$ cat src/wsd_pkg.sv
// Shared types and constants for the WebSocket frame deframer.
package wsd_pkg;

  // Result kinds
  localparam logic [1:0] KindPayload = 2'd0;
  localparam logic [1:0] KindEmpty   = 2'd1;
  localparam logic [1:0] KindError   = 2'd2;

  // Error codes
  localparam logic [2:0] ErrNone      = 3'd0;
  localparam logic [2:0] ErrClose     = 3'd1;
  localparam logic [2:0] ErrNotMasked = 3'd2;
  localparam logic [2:0] ErrLen64     = 3'd3;
  localparam logic [2:0] ErrTooLong   = 3'd4;

  // Header fields
  localparam logic [3:0] OpText  = 4'h1;
  localparam logic [3:0] OpClose = 4'h8;
  localparam logic [6:0] Len7Ext16 = 7'd126;
  localparam logic [6:0] Len7Ext64 = 7'd127;

  localparam logic [15:0] MaxLenReset = 16'd4095;

  // One classified beat handed from the parser to the output side
  typedef struct packed {
    logic [1:0]  kind;
    logic [7:0]  data;
    logic [7:0]  key;
    logic        last;
    logic [2:0]  err;
    logic [15:0] len;
  } wsd_item_t;

endpackage

$ cat src/websocket_frame_deframer.sv
// Top level of the masked text WebSocket frame deframer.
//
//   channel   direction  handshake          fields
//   input     in         push / full        stream_byte_i
//   result    out        empty / pop        result_kind_o, payload_byte_o, last_byte_o,
//                                           error_code_o, frame_length_o
//   config    in         cfg_we_i           cfg_wdata_i (max payload length)
//
// One byte is taken per cycle while full is low; the parser updates its phase in the
// cycle the byte is accepted. A result passes through the two-entry queue and then
// the output register before it shows on the ports. Reset returns the parser to the
// first header byte and sets the length limit to 4095. When pop stays low the queue
// fills and full rises after two further results; bytes that make no result never
// enter the queue.
module websocket_frame_deframer import wsd_pkg::*; #(
  parameter int unsigned BUFFER_BYTES = 4096
) (
  input  logic        clk_i,
  input  logic        rst_ni,
  input  logic        push,
  output logic        full,
  input  logic [7:0]  stream_byte_i,
  input  logic        cfg_we_i,
  input  logic [15:0] cfg_wdata_i,
  output logic        empty,
  input  logic        pop,
  output logic [1:0]  result_kind_o,
  output logic [7:0]  payload_byte_o,
  output logic        last_byte_o,
  output logic [2:0]  error_code_o,
  output logic [15:0] frame_length_o
);

  logic      accept;
  logic      item_valid;
  wsd_item_t item;
  logic      q_empty;
  logic      q_rd;
  wsd_item_t q_item;

  assign accept = push && !full;

  wsd_front #(
    .BUFFER_BYTES(BUFFER_BYTES)
  ) u_front (
    .clk_i        (clk_i),
    .rst_ni       (rst_ni),
    .accept_i     (accept),
    .stream_byte_i(stream_byte_i),
    .cfg_we_i     (cfg_we_i),
    .cfg_wdata_i  (cfg_wdata_i),
    .item_valid_o (item_valid),
    .item_o       (item)
  );

  wsd_queue u_queue (
    .clk_i    (clk_i),
    .rst_ni   (rst_ni),
    .wr_en_i  (item_valid),
    .wr_item_i(item),
    .full_o   (full),
    .rd_en_i  (q_rd),
    .empty_o  (q_empty),
    .rd_item_o(q_item)
  );

  wsd_back u_back (
    .clk_i         (clk_i),
    .rst_ni        (rst_ni),
    .q_empty_i     (q_empty),
    .q_item_i      (q_item),
    .q_rd_o        (q_rd),
    .pop_i         (pop),
    .empty_o       (empty),
    .result_kind_o (result_kind_o),
    .payload_byte_o(payload_byte_o),
    .last_byte_o   (last_byte_o),
    .error_code_o  (error_code_o),
    .frame_length_o(frame_length_o)
  );

endmodule

$ cat src/wsd_front.sv
// Header parser: classifies each stream byte and tracks frame state.
module wsd_front import wsd_pkg::*; #(
  parameter int unsigned BUFFER_BYTES = 4096
) (
  input  logic        clk_i,
  input  logic        rst_ni,
  input  logic        accept_i,
  input  logic [7:0]  stream_byte_i,
  input  logic        cfg_we_i,
  input  logic [15:0] cfg_wdata_i,
  output logic        item_valid_o,
  output wsd_item_t   item_o
);

  localparam logic [2:0] PhHdr0  = 3'd0;
  localparam logic [2:0] PhHdr1  = 3'd1;
  localparam logic [2:0] PhExtHi = 3'd2;
  localparam logic [2:0] PhExtLo = 3'd3;
  localparam logic [2:0] PhMask  = 3'd4;
  localparam logic [2:0] PhData  = 3'd5;

  localparam logic [16:0] BufLimit = 17'(BUFFER_BYTES);

  logic [2:0]  phase_q, phase_d;
  logic [3:0]  opcode_q, opcode_d;
  logic [15:0] len_q, len_d;
  logic [15:0] left_q, left_d;
  logic [31:0] key_q, key_d;
  logic [1:0]  midx_q, midx_d;
  logic [15:0] max_len_q;

  // Next-state and classification of the current byte
  always_comb begin
    logic [6:0]  len7;
    logic [15:0] len_cand;
    logic        too_long;
    len7     = stream_byte_i[6:0];
    len_cand = (phase_q == PhExtLo) ? {len_q[15:8], stream_byte_i} : {9'd0, len7};
    too_long = (len_cand > max_len_q) || ({1'b0, len_cand} >= BufLimit);

    phase_d      = phase_q;
    opcode_d     = opcode_q;
    len_d        = len_q;
    left_d       = left_q;
    key_d        = key_q;
    midx_d       = midx_q;
    item_valid_o = 1'b0;
    item_o       = '0;

    if (accept_i) begin
      unique case (phase_q)
        PhHdr1: begin
          if (opcode_q == OpClose) begin
            item_valid_o = 1'b1;
            item_o.kind  = KindError;
            item_o.err   = ErrClose;
            phase_d      = PhHdr0;
          end else if (opcode_q != OpText || !stream_byte_i[7]) begin
            item_valid_o = 1'b1;
            item_o.kind  = KindError;
            item_o.err   = ErrNotMasked;
            phase_d      = PhHdr0;
          end else if (len7 == Len7Ext64) begin
            item_valid_o = 1'b1;
            item_o.kind  = KindError;
            item_o.err   = ErrLen64;
            phase_d      = PhHdr0;
          end else if (len7 == Len7Ext16) begin
            len_d   = '0;
            phase_d = PhExtHi;
          end else begin
            len_d = len_cand;
            if (too_long) begin
              item_valid_o = 1'b1;
              item_o.kind  = KindError;
              item_o.err   = ErrTooLong;
              item_o.len   = len_cand;
              phase_d      = PhHdr0;
            end else begin
              midx_d  = '0;
              phase_d = PhMask;
            end
          end
        end
        PhExtHi: begin
          len_d   = {stream_byte_i, 8'd0};
          phase_d = PhExtLo;
        end
        PhExtLo: begin
          len_d = len_cand;
          if (too_long) begin
            item_valid_o = 1'b1;
            item_o.kind  = KindError;
            item_o.err   = ErrTooLong;
            item_o.len   = len_cand;
            phase_d      = PhHdr0;
          end else begin
            midx_d  = '0;
            phase_d = PhMask;
          end
        end
        PhMask: begin
          key_d  = {key_q[23:0], stream_byte_i};
          midx_d = midx_q + 2'd1;
          if (midx_q == 2'd3) begin
            if (len_q == '0) begin
              item_valid_o = 1'b1;
              item_o.kind  = KindEmpty;
              phase_d      = PhHdr0;
            end else begin
              left_d  = len_q;
              phase_d = PhData;
            end
          end
        end
        PhData: begin
          midx_d       = midx_q + 2'd1;
          left_d       = left_q - 16'd1;
          item_valid_o = 1'b1;
          item_o.kind  = KindPayload;
          item_o.data  = stream_byte_i;
          item_o.last  = (left_q == 16'd1);
          item_o.len   = len_q;
          case (midx_q)
            2'd0:    item_o.key = key_q[31:24];
            2'd1:    item_o.key = key_q[23:16];
            2'd2:    item_o.key = key_q[15:8];
            default: item_o.key = key_q[7:0];
          endcase
          if (left_q == 16'd1) begin
            phase_d = PhHdr0;
          end
        end
        default: begin
          // First header byte, and any unused phase code
          opcode_d = stream_byte_i[3:0];
          phase_d  = PhHdr1;
        end
      endcase
    end
  end

  // Hold frame state
  always_ff @(posedge clk_i or negedge rst_ni) begin
    if (!rst_ni) begin
      phase_q  <= PhHdr0;
      opcode_q <= '0;
      len_q    <= '0;
      left_q   <= '0;
      key_q    <= '0;
      midx_q   <= '0;
    end else begin
      phase_q  <= phase_d;
      opcode_q <= opcode_d;
      len_q    <= len_d;
      left_q   <= left_d;
      key_q    <= key_d;
      midx_q   <= midx_d;
    end
  end

  // Hold the length limit register
  always_ff @(posedge clk_i or negedge rst_ni) begin
    if (!rst_ni) begin
      max_len_q <= MaxLenReset;
    end else if (cfg_we_i) begin
      max_len_q <= cfg_wdata_i;
    end
  end

endmodule

$ cat src/wsd_queue.sv
// Two-entry queue between the parser and the output side.
module wsd_queue import wsd_pkg::*; (
  input  logic      clk_i,
  input  logic      rst_ni,
  input  logic      wr_en_i,
  input  wsd_item_t wr_item_i,
  output logic      full_o,
  input  logic      rd_en_i,
  output logic      empty_o,
  output wsd_item_t rd_item_o
);

  wsd_item_t   mem_q [2];
  logic        wptr_q, rptr_q;
  logic [1:0]  count_q, count_d;
  logic        do_wr, do_rd;

  assign full_o    = (count_q == 2'd2);
  assign empty_o   = (count_q == 2'd0);
  assign do_wr     = wr_en_i && !full_o;
  assign do_rd     = rd_en_i && !empty_o;
  assign rd_item_o = mem_q[rptr_q];

  // Track fill level
  always_comb begin
    count_d = count_q;
    if (do_wr && !do_rd) begin
      count_d = count_q + 2'd1;
    end else if (do_rd && !do_wr) begin
      count_d = count_q - 2'd1;
    end
  end

  // Advance pointers
  always_ff @(posedge clk_i or negedge rst_ni) begin
    if (!rst_ni) begin
      wptr_q  <= 1'b0;
      rptr_q  <= 1'b0;
      count_q <= '0;
    end else begin
      count_q <= count_d;
      if (do_wr) begin
        wptr_q <= ~wptr_q;
      end
      if (do_rd) begin
        rptr_q <= ~rptr_q;
      end
    end
  end

  // Store entries
  always_ff @(posedge clk_i) begin
    if (do_wr) begin
      mem_q[wptr_q] <= wr_item_i;
    end
  end

endmodule

$ cat src/wsd_back.sv
// Output stage: unmasks payload beats into the result register.
module wsd_back import wsd_pkg::*; (
  input  logic        clk_i,
  input  logic        rst_ni,
  input  logic        q_empty_i,
  input  wsd_item_t   q_item_i,
  output logic        q_rd_o,
  input  logic        pop_i,
  output logic        empty_o,
  output logic [1:0]  result_kind_o,
  output logic [7:0]  payload_byte_o,
  output logic        last_byte_o,
  output logic [2:0]  error_code_o,
  output logic [15:0] frame_length_o
);

  logic        valid_q;
  logic [1:0]  kind_q;
  logic [7:0]  byte_q;
  logic        last_q;
  logic [2:0]  err_q;
  logic [15:0] len_q;

  assign empty_o = !valid_q;
  assign q_rd_o  = !q_empty_i && (!valid_q || pop_i);

  // Track result register occupancy
  always_ff @(posedge clk_i or negedge rst_ni) begin
    if (!rst_ni) begin
      valid_q <= 1'b0;
    end else if (q_rd_o) begin
      valid_q <= 1'b1;
    end else if (pop_i) begin
      valid_q <= 1'b0;
    end
  end

  // Load and unmask the next beat
  always_ff @(posedge clk_i) begin
    if (q_rd_o) begin
      kind_q <= q_item_i.kind;
      byte_q <= q_item_i.data ^ q_item_i.key;
      last_q <= q_item_i.last;
      err_q  <= q_item_i.err;
      len_q  <= q_item_i.len;
    end
  end

  assign result_kind_o  = kind_q;
  assign payload_byte_o = byte_q;
  assign last_byte_o    = last_q;
  assign error_code_o   = err_q;
  assign frame_length_o = len_q;

endmodule

$ cat config.mk
export PLATFORM = sky130hd
export DESIGN_NAME = websocket_frame_deframer
export DESIGN_NICKNAME = d
export VERILOG_FILES = /design/src/wsd_pkg.sv /design/src/websocket_frame_deframer.sv /design/src/wsd_front.sv /design/src/wsd_queue.sv /design/src/wsd_back.sv
export SDC_FILE = /design/constraint.sdc
export NUM_CORES = 1
export LEC_CHECK = 0
export ABC_AREA = 1
export BUFFER_PORTS_ARGS = -buffer_cell sky130_fd_sc_hd__buf_4
export CAP_MARGIN = 20
export CORE_MARGIN = 2
export CORE_UTILIZATION = 50
export CTS_BUF_LIST = sky130_fd_sc_hd__clkbuf_4 sky130_fd_sc_hd__clkbuf_8
export CTS_CLUSTER_SIZE = 8
export DETAILED_ROUTE_END_ITERATION = 6
export PLACE_DENSITY = 0.65
export SETUP_SLACK_MARGIN = 0.2
export SLEW_MARGIN = 20
export SYNTH_ARGS = -nofsm -noshare
export SYNTH_HDL_FRONTEND = slang
export SYNTH_SLANG_ARGS = --single-unit
$ cat constraint.sdc
create_clock -name clk_i -period 7.7 [get_ports clk_i]
set_input_delay 0.77 -clock clk_i [delete_from_list [all_inputs] [get_ports clk_i]]
set_output_delay 0.77 -clock clk_i [all_outputs]
set_load 0.05 [all_outputs]
======== After elaboration in Yosys (flattened, before gate mapping) ========
Memory sizes are Yosys's and may differ from the RTL's.
Index checks and enable logic that the tools add are counted.
W data, S select, Z words.
operators by class
  add/sub/neg operators ................... 4
  multipliers ............................. 0
  div/mod/pow operators ................... 0
  magnitude comparators ................... 2
  eq/ne operators ......................... 21
  shift operators ......................... 0
  muxes and demuxes ....................... 60
  bitwise operators ....................... 4
  reductions and logical operators ........ 31
operators by type and width
  operator                 number
  $mux W16                 10
  $pmux W16 S3             2
  $mux W19                 2
  $mux W38                 1
  $mux W3                  11
  $pmux W16 S2             1
  $mux W2                  13
  $pmux W8 S3              1
  $mux W17                 1
  $eq A16 B1 Y1 const B    1
  $ge A16 B13 Y1 const B   1
  $gt A16 B16 Y1           1
  $logic_not A16 Y1        1
  $sub A16 B1 Y16 const B  1
  $pmux W3 S5              1
  $eq A7 B7 Y1 const B     2
  $mux W1                  13
  $pmux W2 S3              2
  $ne A2 B2 Y1 const B     5
  $xor A8 B8 Y8            1
  $eq A2 B2 Y1 const B     3
  $eq A3 B2 Y1 const B     2
  $eq A3 B3 Y1 const B     2
  $logic_and A1 B1 Y1      6
  other kinds (22)         38
storage, ports and cells
  bits in registers ....................... 124
  bits in latches ......................... 0
  memory bits (writable) .................. 76
  ROM bits ................................ 0
  logic and storage cells ................. 139
  memories kept ........................... 1
memories
  name           words  bits a word  rd ports  clocked after Yosys merged registers in  write ports  RTL line         text
  u_queue.mem_q  2      38           1         0                                        1            wsd_queue.sv:13  wsd_item_t mem_q [2];

======== Logic depth before layout (Yosys ltp) ========
Gate-level depths: netlist of run 1.
  depth after elaboration ................. 16
  mapped depth ............................ 24
  depth with buffers taken out ............ 23

======== Modules after synthesis ========
A second synthesis of run 1 with hierarchy kept.
second synthesis, totals
  cells, all modules ...................... 989
  area, all modules ....................... 9222.6 µm²
by module, submodules not included
  module                    times used  cells each  area each (µm²)  seq. area each (µm²)
  wsd_front                 1           690         5158.7           2242.2
  wsd_queue                 1           230         2986.6           2382.3
  wsd_back                  1           67          1067.3           925.9
  websocket_frame_deframer  1           2           10.0             0.0

======== Worst setup path after synthesis of run 1 ========
OpenSTA, ideal clock, no wires.
  path kind ............................... register to register
  start ................................... register u_front.phase_q[0]
  end ..................................... memory u_queue.mem_q[1][0] in the netlist's numbering (enable)
  data arrival time ....................... 3725 ps
  data required time ...................... 7267 ps
  slack ................................... 3541 ps
  stages on the path, launching flop included .. 21
  buffers on the path ..................... 1
  clock period less this slack ............ 4159 ps
  path through ............................ dfrtp_1 -> buf_6 -> nand2_2 -> nor2_4 -> inv_1 -> nor2_1 -> ha_1 -> nand2_1 -> nor3_1 -> nand3_1 -> nor2_2 -> a21oi_1 -> nand2_1 -> nand2_1 -> nand2_2 -> nand2_1 -> nand2_1 -> nor2_1 -> nand2_1 -> nand2_2 -> nor2_1
between the ends
  longest elaborated chain between the ends .. 14
  elaborated cells on any way between the ends .. 18
  those cells by class .................... order compare: 2; eq/ne: 4; mux: 10; reduce/logical: 2
RTL lines
  what                                              RTL line                          text
  from (decl)                                       wsd_front.sv:24                   logic [2:0] phase_q, phase_d;
  from (signal assigned)                            wsd_front.sv:146                  phase_q <= PhHdr0;
  from (signal assigned)                            wsd_front.sv:153                  phase_q <= phase_d;
  $eq A3 B2 Y1                                      wsd_front.sv:38, wsd_front.sv:51
  $mux W16                                          wsd_front.sv:38                   len_cand = (phase_q == PhExtLo) ? {len_q[15:8], stream_byte_i} : {9'd0, len7};
  $gt A16 B16 Y1 or $ge A16 B13 Y1 (tied branches)  wsd_front.sv:39                   too_long = (len_cand > max_len_q) || ({1'b0, len_cand} >= BufLimit);
  $logic_or A1 B1 Y1                                wsd_front.sv:39
  $mux W1                                           wsd_front.sv:73, wsd_front.sv:91
  $mux W1                                           wsd_front.sv:68                   end else if (len7 == Len7Ext16) begin
  $mux W1                                           wsd_front.sv:63                   end else if (len7 == Len7Ext64) begin
  $mux W1                                           wsd_front.sv:58                   end else if (opcode_q != OpText || !stream_byte_i[7]) begin
  $mux W1                                           wsd_front.sv:53                   if (opcode_q == OpClose) begin
  $pmux W1 S4 (*)                                   wsd_front.sv:51                   unique case (phase_q)
  $mux W1 (*)                                       wsd_front.sv:50                   if (accept_i) begin
  $logic_and A1 B1 Y1 (*)                           wsd_queue.sv:20                   assign do_wr = wr_en_i && !full_o;
  $mux W1 (*)                                       wsd_queue.sv:53                   if (do_wr) begin
  $mux W1 (not written as such) (*)                 wsd_queue.sv:54                   mem_q[wptr_q] <= wr_item_i;
  to (decl)                                         wsd_queue.sv:13
Every way passes the cells marked *; elsewhere a longest branch is shown, timed or not.

======== Worst setup path in the final report of run 1 ========
  start ................................... register u_front.phase_q[0]
  end ..................................... memory u_queue.mem_q[1][20] in the netlist's numbering (enable)
The elaborated chain is that of the path after synthesis.

==> results of run 1 <==
[power by group through the flow]
stage	registers [W]	clock network, W	logic (W)
4_1_cts	0.00168	0.000675	0.00129
2_1_floorplan	0.00196	0	0.000626
3_5_place_dp	0.00170	0	0.00128
5_1_grt	0.00171	0.000715	0.00141
6_report	0.00168	0.000664	0.00128
3_3_place_gp	0.00169	0	0.00127
[worst min-delay path by stage]
stage                              from                   to  slack, ns  cells past startpoint
global placement    u_front.opcode_q[3]  u_front.opcode_q[3]       0.47                      2
global route                     rst_ni    u_front.key_q[19]       0.29                      1
floorplan           u_front.opcode_q[3]  u_front.opcode_q[3]       0.45                      2
CTS                              rst_ni    u_front.key_q[26]       0.27                      1
detailed placement       u_queue.wptr_q       u_queue.wptr_q       0.48                      2
finish                           rst_ni    u_front.key_q[29]       0.26                      1
[layer usage]
metal  track usage (%)  wire length [µm]  vias up
li1                  -                 -     3048
met2              29.4              8460      168
met4              6.61               320        0
met1              30.2              8970     2993
met3              4.05              1080       30
met5                 0                 0        -
[metrics by stage]
stage | setup WS [ns] | power [W] | cell area, µm² | hold WS, ns | util (%)
global route | 3.56 | 0.00384 | 10100 | 0.286 | 56.6
detailed placement | 3.91 | 0.00298 | 9700 | 0.481 | 54.4
CTS | 3.90 | 0.00364 | 10100 | 0.269 | 56.6
finish | 3.88 | 0.00362 | 10100 | 0.261 | 56.6
global placement | 4.01 | 0.00296 | 9700 | 0.474 | 54.4
floorplan | 3.54 | 0.00259 | 9010 | 0.453 | -
[sequential cells by signal, summed over array words and instances, names as in the netlist]
name	count
u_back.frame_length_o	16
u_back.valid_q	1
u_front.phase_q	3
u_back.payload_byte_o	8
u_front.key_q	32
u_front.opcode_q	4
u_queue.wptr_q	1
u_back.last_byte_o	1
u_front.len_q	16
u_queue.rptr_q	1
u_back.result_kind_o	2
u_queue.count_q	2
u_front.left_q	16
u_back.error_code_o	3
u_queue.mem_q	76
u_front.midx_q	2
u_front.max_len_q	16
[synthesized netlist by cell type, types with 5 or more instances]
master    number
nand2_1      174
edfxtp_1     106
o21ai_0       92
inv_1         83
dfrtp_1       82
nor2_1        67
a21oi_1       36
mux2_2        26
nand3_1       22
ha_1          21
nor3_1        18
clkbuf_1      15
xor2_1        15
dfstp_2       12
nor4_1        11
xnor2_1       10
a22oi_1        8
a311oi_1       8
buf_2          7
nand2_2        6
buf_1          5
nand4_1        5
[final cells by class]
type / instances / share of cell area, %
clock buffers: 17 / 2.32
clock inverters: 15 / 1.54
inverters: 89 / 3.31
multi-input cells: 545 / 30.0
flip-flops and latches: 200 / 55.0
well taps: 229 / 2.84
repair buffers: 67 / 4.98
[logic make-up (layout without fill, tap and decap cells)]
family	after synthesis	count (layout)	synth area share [%]
adder cells (fa/ha/maj)	21	21	2.91
XOR/XNOR	25	25	2.43
AO/OA/AOI/OAI	160	160	9.81
AND/OR/NAND/NOR	313	313	14.9
multiplexers	26	26	3.25
buffers and inverters	118	188	5.15
flip-flops	200	200	61.6
==> impl_metrics.py, run 1 <==
metrics = {
    "worst_setup_path": {
        "reg2reg_from": "u_front.phase_q[0]",
        "cp_num_buf_inv": 1,
        "cp_max_fo": 38,
        "reg2reg_setup_slack_ns": 3.88,
        "cp_common_cell": "nand2_1",
        "worstSetupPathType": "flip-flop to flip-flop",
        "critPathTopFamily": "simple AND/OR/NAND/NOR gates",
        "crit_arrival_ns": 3.93,
        "path_cells": "nand2_2 -> nor2_4 -> inv_1 -> nor2_1 -> ha_1 -> nand2_1 -> nor3_1 -> nand3_1 -> nor2_2 -> a21oi_1 -> nand2_1 -> nand2_1 -> nand2_2 -> nand2_1 -> nand2_1 -> nor2_1 -> nand2_1 -> nand2_2 -> nor2_4",
        "max_stage_delay_ns": 0.82,
        "end_kind": "flip-flop",
        "r2r_end": "u_queue.mem_q[1][20]",
        "crit_path_start": "u_front.phase_q[0]",
        "critPathSlowestCell": "nor2_4",
        "start_kind": "flip-flop",
        "critPathRequiredTime_ns": 7.81,
        "endpoint": "u_queue.mem_q[1][20]",
        "worst-path-stages": 19,
        "rr_worst_depth": 19,
    },
    "clock_tree": {
        "cts_tree": "built",
        "post_cts_resized": 0,
        "cts-root-buf": "clkbuf_8",
        "cts_sinks": 200,
        "cts.reportedPaths.clkPinSlew_ns": 0.10,
        "postCtsSetupRepairBufs": 0,
        "cts_max_path_buffers": 2,
        "htreeDepth": 4,
        "clock_latency_ns": 0.48,
        "cts_buffers": 17,
        "cts_hold_buf": 0,
    },
    "worst_hold_path": {
        "min_path_type": "primary input to asynchronous set/reset pin",
    },
    "power_and_ir_drop": {
        "seq_power_share_pct": 46.3,
        "p_leak_nw": 4.29,
        "p_int_w": 0.00214,
        "p_sw_w": 0.00148,
        "p_per_area_nw_per_um2": 359,
        "vdd_drop_max_v": 0.000285,
        "comb_power_share_pct": 35.3,
        "clkPwrFrac_pct": 18.3,
        "sw_frac_of_total_pct": 40.9,
    },
    "global_routing": {
        "grt_start_max_net_pins": 57,
        "grt_pass1_wl_mm": 30.1,
        "track_usage_pct": 20.0,
        "antenna_found_initial": 0,
        "first_global_vias": 5734,
        "overflow": 0,
    },
    "floorplanning": {
        "core-area_um2": 17800,
        "io_pins": 61,
        "start_util_pct": 50.5,
        "dieArea_um2": 19100,
        "row_count": 49,
        "die_h_um": 138,
        "fp.dieW_um": 138,
    },
    "timing": {
        "hold_viol": 0,
        "fin_crit_sh_pct": 49.6,
        "finalSetupTns_ns": 0,
        "tightestPinTransition_ns": 1.07,
        "timing_max_transition_violations_final": 0,
        "setup_viol": 0,
        "max_slew_margin_pct": 28.7,
        "final.min_clock_period_ns": 3.82,
        "rsz0062_at_grt": "no",
        "fmaxAchievable_mhz": 262,
        "finalClockSkew_ns": 0.0137,
    },
    "synth": {
        "synthDistinctLibCells": 41,
        "synth_nets": 913,
        "ys_ff_latch": 200,
        "ys.flop_type": "edfxtp_1",
        "synthCells": 863,
        "yosys_warnings": 0,
        "synth_area_leaders": "edfxtp_1 (35%), dfrtp_1 (23%), nand2_1 (7.2%)",
        "synth-seq-area-share_pct": 61.6,
        "synthArstFlopShare_pct": 47.0,
        "syn_area_per_cell_um2": 10.4,
        "synth_edf_count": 106,
        "yosys.area.top_type": "edfxtp_1",
        "synth_area_um2": 9010,
        "synth_top_area_share_pct": 35.3,
    },
    "finish": {
        "final_cell_mix": "nand2_1 (174), edfxtp_1 (106), o21ai_0 (92), inv_1 (83), dfrtp_1 (82)",
        "layout.cells.non_filler": 1162,
        "n_antenna_cell": 0,
        "nFillCells": 1535,
        "layout.nets": 970,
        "layout_commonest_cell": "nand2_1",
        "areaGrowthSynthToFinish_pct": 11.9,
        "drive_gt1_share_pct": 16.7,
        "regArea_um2": 5550,
        "multi_input_area_um2": 3030,
    },
    "route": {
        "vias": 6239,
        "dr.first_iter.drc_count": 531,
        "via_per_inst": 5.37,
        "drc": 0,
        "wire_per_inst_um": 16.2,
        "ant_nets": 0,
        "wirelength_mm": 18.8,
        "dr.pass1.iters": 5,
    },
    "placement": {
        "hpwlAfterDp_mm": 13.1,
        "gp_congestion": 0.918,
        "placed_cells": 1130,
        "port_buffers": 60,
    },
    "run": {
        "max_cap_viol_count": 0,
    },
    "status": {
        "outcome": "finished clean",
    },
}
Power figures use the tool's default switching activity.
==> inputs of run 2 (changes only) <==
PLACE_DENSITY = 0.68   (was 0.65)
clock period = 3.5 ns   (was 7.7 ns; I/O delays follow)
==> impl_metrics.py, run 2 (synthesis gave the netlist of run 1 again) <==
metrics = {
    "route": {
        "wirelength_mm": 19.1,
        "dr.pass1.iters": 5,
        "vias": 6291,
        "via_per_inst": 5.35,
        "dr.first_iter.drc_count": 505,
        "wire_per_inst_um": 16.3,
        "drc": 0,
        "ant_nets": 0,
    },
    "clock_tree": {
        "cts_sinks": 200,
        "clock_latency_ns": 0.47,
        "cts.reportedPaths.clkPinSlew_ns": 0.11,
        "cts_tree": "built",
        "cts-root-buf": "clkbuf_8",
        "cts_buffers": 17,
        "cts_max_path_buffers": 2,
        "htreeDepth": 4,
    },
    "worst_hold_path": {
        "whs_endpoint": "u_back.valid_q",
        "min_path_type": "primary input to flip-flop",
        "hold_depth": 2,
        "hold_start": "pop",
    },
    "global_routing": {
        "track_usage_pct": 20.5,
        "grt_start_max_net_pins": 58,
        "grt_pass1_wl_mm": 31.2,
        "first_global_vias": 6025,
        "overflow": 0,
        "antenna_found_initial": 0,
    },
    "finish": {
        "largest_reg_flops": 76,
        "reg_top3": "u_queue.mem_q (76), u_front.key_q (32)",
        "areaGrowthSynthToFinish_pct": 13.9,
        "layout_commonest_cell": "nand2_1",
        "n_antenna_cell": 0,
        "finalInstanceArea_um2": 10300,
        "drive_gt1_share_pct": 18.9,
        "final_cell_mix": "nand2_1 (173), edfxtp_1 (106), o21ai_0 (91), inv_1 (81), dfrtp_1 (81)",
        "regMostFlops": "u_queue.mem_q",
        "layout.nets": 983,
    },
    "floorplanning": {
        "die_h_um": 138,
        "io_pins": 61,
        "dieArea_um2": 19100,
        "start_util_pct": 50.5,
        "core-area_um2": 17800,
        "fp.dieW_um": 138,
        "row_count": 49,
    },
    "worst_setup_path": {
        "end_kind": "flip-flop",
        "worstSetupPathType": "flip-flop to flip-flop",
        "critPathRequiredTime_ns": 3.85,
        "rr_worst_depth": 21,
        "start_kind": "flip-flop",
        "cp_max_fo": 8,
        "reg2reg_setup_slack_ns": 0.42,
        "r2r_end": "u_queue.count_q[1]",
        "reg2reg_from": "u_front.phase_q[2]",
        "crit_arrival_ns": 3.43,
        "crit_path_start": "u_front.phase_q[2]",
    },
    "power_and_ir_drop": {
        "p_leak_nw": 4.35,
        "p_int_w": 0.00478,
        "p_per_area_nw_per_um2": 787,
        "seq_power_share_pct": 45.8,
        "p_sw_w": 0.00330,
        "sw_frac_of_total_pct": 40.8,
        "comb_power_share_pct": 36.2,
        "clkPwrFrac_pct": 18.0,
        "vdd_drop_max_v": 0.000613,
    },
    "placement": {
        "port_buffers": 60,
        "place_area_um2": 9790,
        "hpwlAfterDp_mm": 13.4,
        "gp_congestion": 0.926,
    },
    "run": {
        "max_cap_viol_count": 0,
    },
    "timing": {
        "fmaxAchievable_mhz": 325,
        "tightestPinTransition_ns": 0.846,
        "timing_max_transition_violations_final": 0,
        "hold_viol": 0,
        "final.min_clock_period_ns": 3.08,
        "finalClockSkew_ns": 0.0133,
        "max_slew_margin_pct": 43.1,
        "rsz0062_at_grt": "no",
        "fin_crit_sh_pct": 88.0,
        "setup_viol": 0,
        "finalSetupTns_ns": 0,
    },
    "status": {
        "outcome": "finished clean",
    },
}
==> run 2: changes by cell type in the layout (fill, tap and decap cells not counted), moves of 2 or more <==
| cell | before | now |
|---|---|---|
| nor2_1 | 66 | 61 |
| nor2_2 | 1 | 3 |
| a21oi_2 | 0 | 2 |
| inv_1 | 83 | 81 |
| buf_4 | 67 | 76 |
| a21oi_1 | 35 | 33 |
| inv_8 | 3 | 5 |
| nor2_4 | 4 | 7 |
| buf_6 | 0 | 2 |
==> run 2: power groups by stage <==
stage | logic [W] | clock network [W] | registers [W]
6_report | 0.00293 | 0.00145 | 0.00370
5_1_grt | 0.00321 | 0.00157 | 0.00379
4_1_cts | 0.00288 | 0.00149 | 0.00370
3_5_place_dp | 0.00287 | 0 | 0.00375
3_3_place_gp | 0.00281 | 0 | 0.00372
2_1_floorplan | 0.00139 | 0 | 0.00430
==> run 2: worst max-delay path by stage <==
stage	depth (start not counted)	endpoint	slack [ns]
floorplan	18	u_queue.mem_q[0][0]	0.33
global placement	21	u_queue.count_q[1]	0.29
detailed placement	21	u_queue.count_q[1]	0.14
CTS	21	u_queue.count_q[1]	0.22
global route	22	u_queue.count_q[1]	0.17
finish	21	u_queue.count_q[1]	0.42
==> run 2: area by class of cell <==
cell class	count	area, µm²
fillers	1502	7570
flip-flops and latches	200	5550
multi-input cells	545	3080
repair buffers	80	623
inverters	89	343
well taps	229	287
clock buffers	17	234
clock inverters	15	151
==> run 2: metal layers <==
metal | track usage [%] | wire (µm)
met5 | 0 | 0
met4 | 6.39 | 310
met3 | 3.43 | 1230
met2 | 31.4 | 8840
met1 | 30.3 | 8760
==> run 2: metrics by stage <==
| step | total power, W | worst slack [ns] | util, % | cells | hold slack (ns) |
|---|---|---|---|---|---|
| after floorplan | 0.00570 | 0.329 | - | 863 | 0.0544 |
| after global placement | 0.00653 | 0.290 | 54.8 | 1139 | 0.463 |
| after detailed placement | 0.00662 | 0.139 | 54.8 | 1139 | 0.475 |
| after CTS | 0.00806 | 0.222 | 57.1 | 1172 | 0.0583 |
| after global routing | 0.00857 | 0.171 | 57.5 | 1175 | 0.0697 |
| final | 0.00808 | 0.421 | 57.5 | 1175 | 0.0754 |
==> run 2: what timing repair did <==
action / 4_1_cts / 5_1_grt
endpoints found under the hold margin: 44 / 0
hold buffers: 1 / 0
gates resized for setup: 4 / 15
endpoints found under the setup margin: 1 / 77
setup buffers: 0 / 3
pin swaps: 0 / 1
==> run 2: worst max-delay path, stage by stage, from the launching register on <==
cell and delay (ns):
dfrtp_2 0.47, nor2_4 0.21, inv_6 0.09, nor2_4 0.11
ha_1 0.26, a21oi_2 0.15, o21a_1 0.13, nand2_1 0.06
a21oi_1 0.14, nand2_1 0.06, nand2_1 0.07, nand2_2 0.10
nand2_2 0.09, nand2_1 0.07, nor2_1 0.10, nand2_1 0.08
nand2_2 0.10, inv_1 0.09, ha_4 0.23, a21oi_2 0.10
o21ai_1 0.10, xor2_1 0.16
==> inputs of run 3 (changes only) <==
BUFFER_PORTS_ARGS = default   (was -buffer_cell sky130_fd_sc_hd__buf_4)
DONT_BUFFER_PORTS = 1   (was default)
PLACE_DENSITY = 0.65   (was 0.68)
==> impl_metrics.py, run 3 (synthesis gave the netlist of run 1 again) <==
metrics = {
    "route": {
        "wire_per_inst_um": 17.5,
        "wirelength_mm": 20.0,
        "drc": 0,
        "vias": 6235,
        "dr.first_iter.drc_count": 525,
        "ant_nets": 0,
        "dr.pass1.iters": 7,
        "via_per_inst": 5.44,
    },
    "worst_setup_path": {
        "crit_arrival_ns": 3.43,
        "end_kind": "flip-flop",
        "critPathTopFamily": "simple AND/OR/NAND/NOR gates",
        "worstSetupPathType": "flip-flop to flip-flop",
        "critPathSlowestCell": "dfrtp_2",
        "start_kind": "flip-flop",
        "path_cells": "nor2_4 -> clkinvlp_4 -> nor2_4 -> ha_1 -> nand2_1 -> nor3_4 -> nand3_2 -> nor2_4 -> a21oi_2 -> nand2_1 -> nand2_2 -> nand2_4 -> nand2_4 -> nand2_4 -> nor2_2 -> nand2_2 -> nand2_4 -> buf_6 -> nor2_4 -> buf_12 -> clkbuf_16",
        "cp_max_fo": 8,
        "max_stage_delay_ns": 0.45,
        "critPathRequiredTime_ns": 3.71,
        "cp_num_buf_inv": 4,
    },
    "floorplanning": {
        "fp.dieW_um": 138,
        "die_h_um": 138,
        "start_util_pct": 50.5,
        "io_pins": 61,
        "dieArea_um2": 19100,
        "core-area_um2": 17800,
        "row_count": 49,
    },
    "finish": {
        "nFillCells": 1435,
        "layout_commonest_cell": "nand2_1",
        "final_cell_mix": "nand2_1 (166), edfxtp_1 (106), o21ai_0 (91), inv_1 (81), dfrtp_1 (81)",
        "drive_gt1_share_pct": 16.0,
        "n_antenna_cell": 0,
        "layout.cells.non_filler": 1146,
        "largest_reg_flops": 76,
        "areaGrowthSynthToFinish_pct": 14.2,
        "regMostFlops": "u_queue.mem_q",
        "layout.nets": 954,
        "reg_top3": "u_queue.mem_q (76), u_front.key_q (32)",
    },
    "worst_hold_path": {
        "min_path_type": "primary input to flip-flop",
    },
    "run": {
        "max_cap_viol_count": 0,
    },
    "global_routing": {
        "grt_pass1_wl_mm": 31.0,
        "first_global_vias": 5770,
        "track_usage_pct": 20.7,
        "overflow": 0,
        "antenna_found_initial": 0,
        "grt_start_max_net_pins": 95,
    },
    "clock_tree": {
        "cts_sinks": 200,
        "clock_latency_ns": 0.49,
        "cts_buffers": 17,
        "cts.reportedPaths.clkPinSlew_ns": 0.11,
        "cts_max_path_buffers": 2,
        "cts_tree": "built",
        "cts-root-buf": "clkbuf_8",
        "htreeDepth": 4,
    },
    "placement": {
        "placed_cells": 1077,
        "hpwlAfterDp_mm": 13.1,
        "gp_congestion": 0.893,
        "port_buffers": 0,
    },
    "timing": {
        "fmaxAchievable_mhz": 310,
        "tightestPinTransition_ns": 0.962,
        "finalSetupTns_ns": 0,
        "finalClockSkew_ns": 0.0136,
        "max_slew_margin_pct": 35.6,
        "final.min_clock_period_ns": 3.23,
        "fin_crit_sh_pct": 92.2,
        "hold_viol": 0,
        "timing_max_transition_violations_final": 0,
        "rsz0062_at_grt": "yes",
        "setup_viol": 0,
        "holdWs_ns": 0.00636,
    },
    "power_and_ir_drop": {
        "total_power_w": 0.00789,
        "p_per_area_nw_per_um2": 766,
        "p_leak_nw": 4.24,
        "vdd_drop_max_v": 0.000471,
    },
    "status": {
        "outcome": "finished clean",
    },
}
run 3: through the flow:
step	area (µm²)	util (%)	setup slack (ns)
3_5_place_dp	9320	52.2	0.166
2_1_floorplan	9030	-	0.329
5_1_grt	10300	57.7	0.119
3_3_place_gp	9320	52.2	0.287
6_report	10300	57.7	0.272
4_1_cts	9940	55.7	0.235
run 3: what timing repair did:
item / CTS / global route
hold buffers: 20 / 1
gates cloned: 0 / 4
setup buffers: 2 / 10
gates resized for setup: 5 / 38
pin swaps: 1 / 13
setup endpoints to repair: 1 / 78
hold endpoints to repair: 112 / 1
run 3: worst paths after layout:
check / slack [ns] / start / to / depth (start not counted)
max: 0.27 / u_front.phase_q[2] / u_queue.mem_q[1][8] / 21
min: 0.006 / stream_byte_i[4] / u_front.len_q[4] / 2
max reg2reg: 0.27 / u_front.phase_q[2] / u_queue.mem_q[1][8] / 21
min reg2reg: 0.50 / u_queue.wptr_q / u_queue.wptr_q / 2
max in group asynchronous: 2.64 / rst_ni / u_front.max_len_q[11] / 2
min in group asynchronous: 0.46 / rst_ni / u_front.left_q[10] / 2
run 3: layout make-up:
type,instances,area (µm²),area share (%)
clock buffer,18,241,2.35
timing repair buffer,51,558,5.42
inverter,89,342,3.32
tap,229,287,2.78
sequential,200,5550,53.9
multi-input combinational,545,3180,30.9
clock inverter,14,136,1.32
run 3: metal layers:
metal	wire length [µm]	track usage, %
met4	254	6.28
met5	0	0
met2	9420	31.3
met1	9240	30.6
met3	1100	4.26
run 3: power breakdown:
part / internal (W) / leakage, nW / total (W) / switching (W)
Clock: 0.000530 / 0.181 / 0.00140 / 0.000871
Combinational: 0.000719 / 1.87 / 0.00213 / 0.00141
Sequential: 0.00334 / 2.19 / 0.00436 / 0.00102
Total: 0.00458 / 4.24 / 0.00789 / 0.00331
